**src/hw/rtl/pfbr_pkg.sv**
```systemverilog
package pfbr_pkg;

  localparam int unsigned PALETTE_DEPTH_DEF = 256;
  localparam int unsigned CHAN_W = 8;
  localparam int unsigned RGB_W = 24;
  localparam int unsigned STEP_W = 6;
  localparam int unsigned STEPS_W = 7;
  localparam int unsigned INDEX_W = 8;
  localparam int unsigned SIZE_W = 9;
  localparam int unsigned CFG_INDEX_W = 3;
  localparam int unsigned CFG_DATA_W = 24;

  typedef enum logic [CFG_INDEX_W-1:0] {
    CFG_FOG_COLOUR      = 3'd0,
    CFG_STEP_COUNT      = 3'd1,
    CFG_LAST_EQUALS_FOG = 3'd2,
    CFG_REMAP_ENABLE    = 3'd3,
    CFG_PALETTE_SIZE    = 3'd4
  } cfg_reg_e;

  localparam logic [RGB_W-1:0] FOG_COLOUR_RST = '0;
  localparam logic [STEPS_W-1:0] STEP_COUNT_RST = 7'd8;
  localparam logic [SIZE_W-1:0] PALETTE_SIZE_RST = 9'd256;

  typedef enum logic {
    ACTION_LOAD  = 1'b0,
    ACTION_QUERY = 1'b1
  } action_e;

  typedef enum logic [1:0] {
    OUT_HELD  = 2'd0,
    OUT_BLEND = 2'd1,
    OUT_BEST  = 2'd2
  } out_sel_e;

  typedef struct packed {
    logic               action;
    logic [RGB_W-1:0]   colour_in;
    logic [INDEX_W-1:0] entry_index;
    logic [STEP_W-1:0]  step_index;
  } in_item_t;

  typedef struct packed {
    logic [RGB_W-1:0]   fogged_colour;
    logic [INDEX_W-1:0] chosen_index;
    logic               step_invalid;
  } out_item_t;

  typedef struct packed {
    logic [RGB_W-1:0]   fog_colour;
    logic [STEPS_W-1:0] step_count;
    logic               last_equals_fog;
    logic               remap_enable;
    logic [SIZE_W-1:0]  palette_size;
  } cfg_t;

  typedef struct packed {
    logic     accept;
    logic     setup;
    logic     div_step;
    logic     scan_start;
    logic     out_load;
    out_sel_e out_sel;
  } ctrl_cmd_t;

  typedef struct packed {
    logic is_query;
    logic step_invalid;
    logic step_zero;
    logic remap_on;
    logic scan_done;
  } ctrl_status_t;

endpackage

```
**src/hw/rtl/pfbr_ctrl.sv**
```systemverilog
module pfbr_ctrl (
  input  logic                   clk_i,
  input  logic                   rst_ni,
  input  logic                   in_valid_i,
  output logic                   in_ready_o,
  output logic                   out_valid_o,
  input  logic                   out_ready_i,
  input  pfbr_pkg::ctrl_status_t status_i,
  output pfbr_pkg::ctrl_cmd_t    cmd_o
);

  typedef enum logic [2:0] {
    IDLE,
    SETUP,
    DIVIDE,
    SCAN,
    DONE
  } state_e;

  state_e state_q;
  logic [2:0] cnt_q;
  logic out_valid_q;
  pfbr_pkg::out_sel_e sel_q;

  always_comb begin
    in_ready_o = (state_q == IDLE);
    cmd_o.accept = in_valid_i && in_ready_o;
    cmd_o.setup = (state_q == SETUP);
    cmd_o.div_step = (state_q == DIVIDE);
    cmd_o.scan_start = (state_q == DIVIDE) && (cnt_q == 3'd7) && status_i.remap_on;
    cmd_o.out_load = (state_q == DONE) && (!out_valid_q || out_ready_i);
    cmd_o.out_sel = sel_q;
  end

  assign out_valid_o = out_valid_q;

  always_ff @(posedge clk_i or negedge rst_ni) begin
    if (!rst_ni) begin
      state_q <= IDLE;
      cnt_q <= '0;
      out_valid_q <= 1'b0;
      sel_q <= pfbr_pkg::OUT_HELD;
    end else begin
      if (cmd_o.out_load) begin
        out_valid_q <= 1'b1;
      end else if (out_ready_i) begin
        out_valid_q <= 1'b0;
      end
      case (state_q)
        IDLE: begin
          if (cmd_o.accept && status_i.is_query) begin
            state_q <= SETUP;
          end
        end
        SETUP: begin
          cnt_q <= '0;
          if (status_i.step_invalid || status_i.step_zero) begin
            sel_q <= pfbr_pkg::OUT_HELD;
            state_q <= DONE;
          end else begin
            state_q <= DIVIDE;
          end
        end
        DIVIDE: begin
          cnt_q <= cnt_q + 3'd1;
          if (cnt_q == 3'd7) begin
            if (status_i.remap_on) begin
              state_q <= SCAN;
            end else begin
              sel_q <= pfbr_pkg::OUT_BLEND;
              state_q <= DONE;
            end
          end
        end
        SCAN: begin
          if (status_i.scan_done) begin
            sel_q <= pfbr_pkg::OUT_BEST;
            state_q <= DONE;
          end
        end
        DONE: begin
          if (cmd_o.out_load) begin
            state_q <= IDLE;
          end
        end
        default: begin
          state_q <= IDLE;
        end
      endcase
    end
  end

`ifndef SYNTHESIS
  a_no_overwrite: assert property (@(posedge clk_i) disable iff (!rst_ni)
    cmd_o.out_load |-> (!out_valid_q || out_ready_i))
    else $error("pending result overwritten");

  a_div_only_valid: assert property (@(posedge clk_i) disable iff (!rst_ni)
    (state_q == SETUP && !status_i.step_invalid && !status_i.step_zero) |=>
    (state_q == DIVIDE && cnt_q == 3'd0))
    else $error("divide not started for a blended step");

  a_cmd_onehot: assert property (@(posedge clk_i) disable iff (!rst_ni)
    $onehot0({cmd_o.accept, cmd_o.setup, cmd_o.div_step, cmd_o.out_load}))
    else $error("overlapping datapath commands");

  a_scan_needs_remap: assert property (@(posedge clk_i) disable iff (!rst_ni)
    cmd_o.scan_start |-> status_i.remap_on)
    else $error("scan started with remap off");

  a_scan_ends: assert property (@(posedge clk_i) disable iff (!rst_ni)
    (state_q == SCAN && status_i.scan_done) |=> (state_q == DONE && sel_q == pfbr_pkg::OUT_BEST))
    else $error("scan completion not taken");
`endif

endmodule

```
**config.mk**
```make
export PLATFORM = sky130hd
export DESIGN_NAME = pfbr_ctrl
export DESIGN_NICKNAME = d
export VERILOG_FILES = /design/src/hw/rtl/pfbr_pkg.sv /design/src/hw/rtl/pfbr_ctrl.sv
export SDC_FILE = /design/constraint.sdc
export NUM_CORES = 1
export LEC_CHECK = 0
export BUFFER_PORTS_ARGS = -buffer_cell sky130_fd_sc_hd__buf_2
export CAP_MARGIN = 30
export CELL_PAD_IN_SITES_DETAIL_PLACEMENT = 1
export CELL_PAD_IN_SITES_GLOBAL_PLACEMENT = 1
export CORE_MARGIN = 2
export CORE_UTILIZATION = 37
export CTS_CLUSTER_SIZE = 28
export DETAILED_ROUTE_END_ITERATION = 10
export PLACE_DENSITY_LB_ADDON = 0.05
export SLEW_MARGIN = 10
export SYNTH_ARGS = -nofsm -noshare
export SYNTH_HDL_FRONTEND = slang
export SYNTH_SLANG_ARGS = --single-unit
export TNS_END_PERCENT = 1
```
**constraint.sdc**
```tcl
create_clock -name clk_i -period 1.9 [get_ports clk_i]
set_input_delay 0.19 -clock clk_i [delete_from_list [all_inputs] [get_ports clk_i]]
set_output_delay 0.19 -clock clk_i [all_outputs]
set_load 0.005 [all_outputs]
```
==> summary.txt <==
Clock tree
  – Clock tree buffer depth: 2
  – Total CTS buffers: 3
  – PostCTS Resize Cnt: 0
  – H-tree Lvls: 1
  – CTS Sinks: 9
  – CTS clk-pin slew, worst paths: 70 ps
  – CTS tree: done
  – CTS root buf: clkbuf_4
  – Clock latency on the worst-skew pair: 270 ps
  – Post-CTS Hold Buffers: 1
  – # Post-CTS Setup Buffers: 0

Setup path
  – Data arrival time of the worst path: 1500 ps
  – Worst Path Max Fanout: 9
  – Origin of the critical flop-to-flop path: state_q[0]
  – CP Launch Type: flop
  – Type of element capturing the critical path: primary output
  – Crit path buffers/inverters: 1
  – Worst reg2reg setup slack: roughly 330 ps
  – FF-to-FF End: state_q[0]
  – Worst path slowest cell: dfrtp_1
  – CP Data Required Time: approximately 1700 ps
  – Max incr delay on CP: 560 ps
  – Crit-path cells: nor3b_4 -> and3_1 -> buf_2
  – Setup CP Type: reg -> out
  – Delay-heaviest family, CP: flip-flops
  – Worst reg2reg path depth: 3

Logic synthesis
  – Avg Cell Area, Syn: 11.0 sq um
  – Seq/Total Area, Yosys: between 30% and 40%
  – Post-synthesis net count: 65
  – Post-Syn Area: 592 sq um
  – Synth cell types: 32
  – Gate Count Post-Synth: 54
  – YS warnings: 0
  – Synth Register Bits: 9

Global routing
  – First-pass GRT wire length: 2.25 mm
  – Pin count of the biggest net entering global routing: 13
  – Overflow after GRT: 0
  – Initial antenna violation count: 0
  – All-layer global routing usage: approximately 16%
  – Number of global-route vias before repair: 468

STA
  – RSZ-0062 raised after global routing: no
  – Worst-margin pin slew: 484 ps
  – Slew Viols, Final: 0
  – Period utilization: 89.1%
  – Final WS setup: 207 ps
  – Fin. Hold Viols: 0
  – Slew HR: 67.7%
  – Skew final: 3.69 ps
  – FMAX: 591 MHz
  – Finish-stage setup viols: 0
  – Setup TNS: 0 ps
  – Period minus WS final: 1690 ps

Place
  – Pre-CTS setup slack: 328 ps
  – Post-Place Cells: 85
  – Placement Cell Area: 681 sq um
  – Final HPWL DP: 1.01 mm
  – I/O Buffers: 17
  – Routability cong.: 0.684

Drt
  – Vias per cell: 5.47
  – Via count: 492
  – Initial DRC count: 8
  – Routed wire length per instance: between 10 and 15 um
  – Residual DRC: 0
  – Drt pass-1 iters: 2
  – Antenna violation net count after detailed routing: 0
  – Post-Route WL: 1.27 mm

Hold path
  – Hold wc startpoint: out_ready_i
  – Hold Crit Depth: 3
  – Worst Hold Endpoint: out_valid_o
  – HP Class: in -> reg

Pwr
  – Clk pwr share: 15.5%
  – Lkg Pwr: about 0.36 nW
  – Worst IR drop on VDD: ~0.52 mV
  – Logic pwr share: 48.2%
  – Sw Pwr: slightly above 0.0004 W
  – Reg power frac: 36.3%
  – Pwr dens: 1410 mW/mm^2
  – Pint: about 0.0006 W
  – Switching fraction of total power: 40.5%

Cells and area
  – Share of layout cells above drive strength 1: 39.2%
  – Final nets: 86
  – Area Overhead vs Synth: 21.1%
  – Fin cells: 90
  – Final instance area: 717 sq um
  – # diodes: 0
  – Post-layout util: 47.6%

Floorplan
  – Die span in x: between 40 and 50 um
  – Core ar.: approximately 0.0015 sq mm
  – Die height: around 44 um
  – Row cnt: 14
  – Initial Util: 39.3%
  – Ports: 18
  – Die area: around 0.0019 sq mm

Flow run
  – Max-capacitance violation count: 0

Status
  – Outcome: complete, no violations
[logic make-up (layout without fill, tap and decap cells)]
kind of cell    Yosys count  after routing  share of synthesized area [%]
mux                       2              2                           4.44
flops                     9              9                           38.1
buf+inv                   6             26                           5.92
fa+ha+maj                 2              2                           4.23
simple gates             22             22                           26.9
compound gates           13             13                           20.5
[worst max-delay path by stage]
stage	startpoint	end	slack [ps]	depth (start not counted)
global route	state_q[1]	cmd_o[3]	110	3
global placement	state_q[0]	state_q[0]	360	3
floorplan	cnt_q[0]	state_q[0]	440	5
CTS	state_q[1]	cmd_o[3]	210	3
finish	state_q[1]	cmd_o[3]	210	3
detailed placement	cnt_q[0]	state_q[0]	330	5
[area by class of cell]
cell class / count / area [sq um]
clock buffers: 4 / 26.3
well taps: 16 / 20.0
fillers: 174 / 790
flip-flops and latches: 9 / 225
multi-input cells: 39 / 332
repair buffers: 19 / 103
inverters: 3 / 11.3
[synthesized netlist by cell type]
master | instances | share of area (%)
o21ai_0 | 1 | 0.84
a21oi_1 | 1 | 0.84
buf_2 | 1 | 0.84
nand2_4 | 1 | 1.9
a32oi_4 | 1 | 4.7
buf_6 | 1 | 1.9
a32o_1 | 1 | 1.7
dfrtp_1 | 9 | 38
inv_1 | 3 | 1.9
buf_4 | 1 | 1.3
a22o_2 | 2 | 3.4
nand2_1 | 2 | 1.3
ha_1 | 2 | 4.2
o211ai_1 | 2 | 2.5
a211oi_1 | 1 | 1.3
or2b_1 | 1 | 1.3
nor3_4 | 1 | 2.7
and3_1 | 1 | 1.1
nor2_1 | 4 | 2.5
and2b_1 | 2 | 2.5
o221ai_1 | 2 | 3.0
a21o_1 | 1 | 1.3
and2_1 | 1 | 1.1
nand2b_1 | 2 | 2.1
nor3b_4 | 1 | 3.2
mux2_4 | 1 | 2.5
nor3b_2 | 1 | 2.1
nor2b_1 | 1 | 1.1
nand3_1 | 3 | 2.5
nor4b_1 | 1 | 1.5
o22ai_1 | 1 | 1.1
mux2_1 | 1 | 1.9
[power groups by stage]
stage,Sequential [W],Clock (W),Combinational [W]
global placement,0.000368,0,0.000492
CTS,0.000367,0.000161,0.000497
detailed placement,0.000370,0,0.000494
global route,0.000383,0.000170,0.000545
floorplan,0.000300,0,0.000441
finish,0.000367,0.000156,0.000487
[routing by layer]
layer	vias to the layer above	wire length (um)	global-route usage (%)
met5	-	0	0
met4	0	19	7.27
met3	2	81	3.75
met2	15	551	22.9
met1	237	623	23.4
li1	238	-	-
[stage by stage]
stage	hold WS (ps)	total power [W]
2_1_floorplan	-106	0.000741
6_report	233	0.00101
4_1_cts	234	0.00102
3_3_place_gp	60.2	0.000860
3_5_place_dp	63.4	0.000863
5_1_grt	245	0.00110
[layout by cell type (no fill, tap or decap), types with 2 or more instances in the layout]
cell type	count
buf_2	17
dfrtp_1	9
nor2_1	4
inv_1	3
nand3_1	3
clkbuf_4	3
nand2_1	2
a22o_2	2
and2b_1	2
nand2b_1	2
o221ai_1	2
o211ai_1	2
ha_1	2
[registers in the layout, summed over array words and instances (netlist names)]
signal and cells:
out_valid_o 1, state_q 3, cnt_q 3, sel_q 2
[tightest hold or removal path: cells and delay by family]
kind | cells | cell delay (ps)
buffers and inverters | 1 | 70
and+or+nand+nor | 1 | 50
AOI/OAI and AO/OA | 1 | 150
No activity file was read; power rests on OpenSTA's default activity.
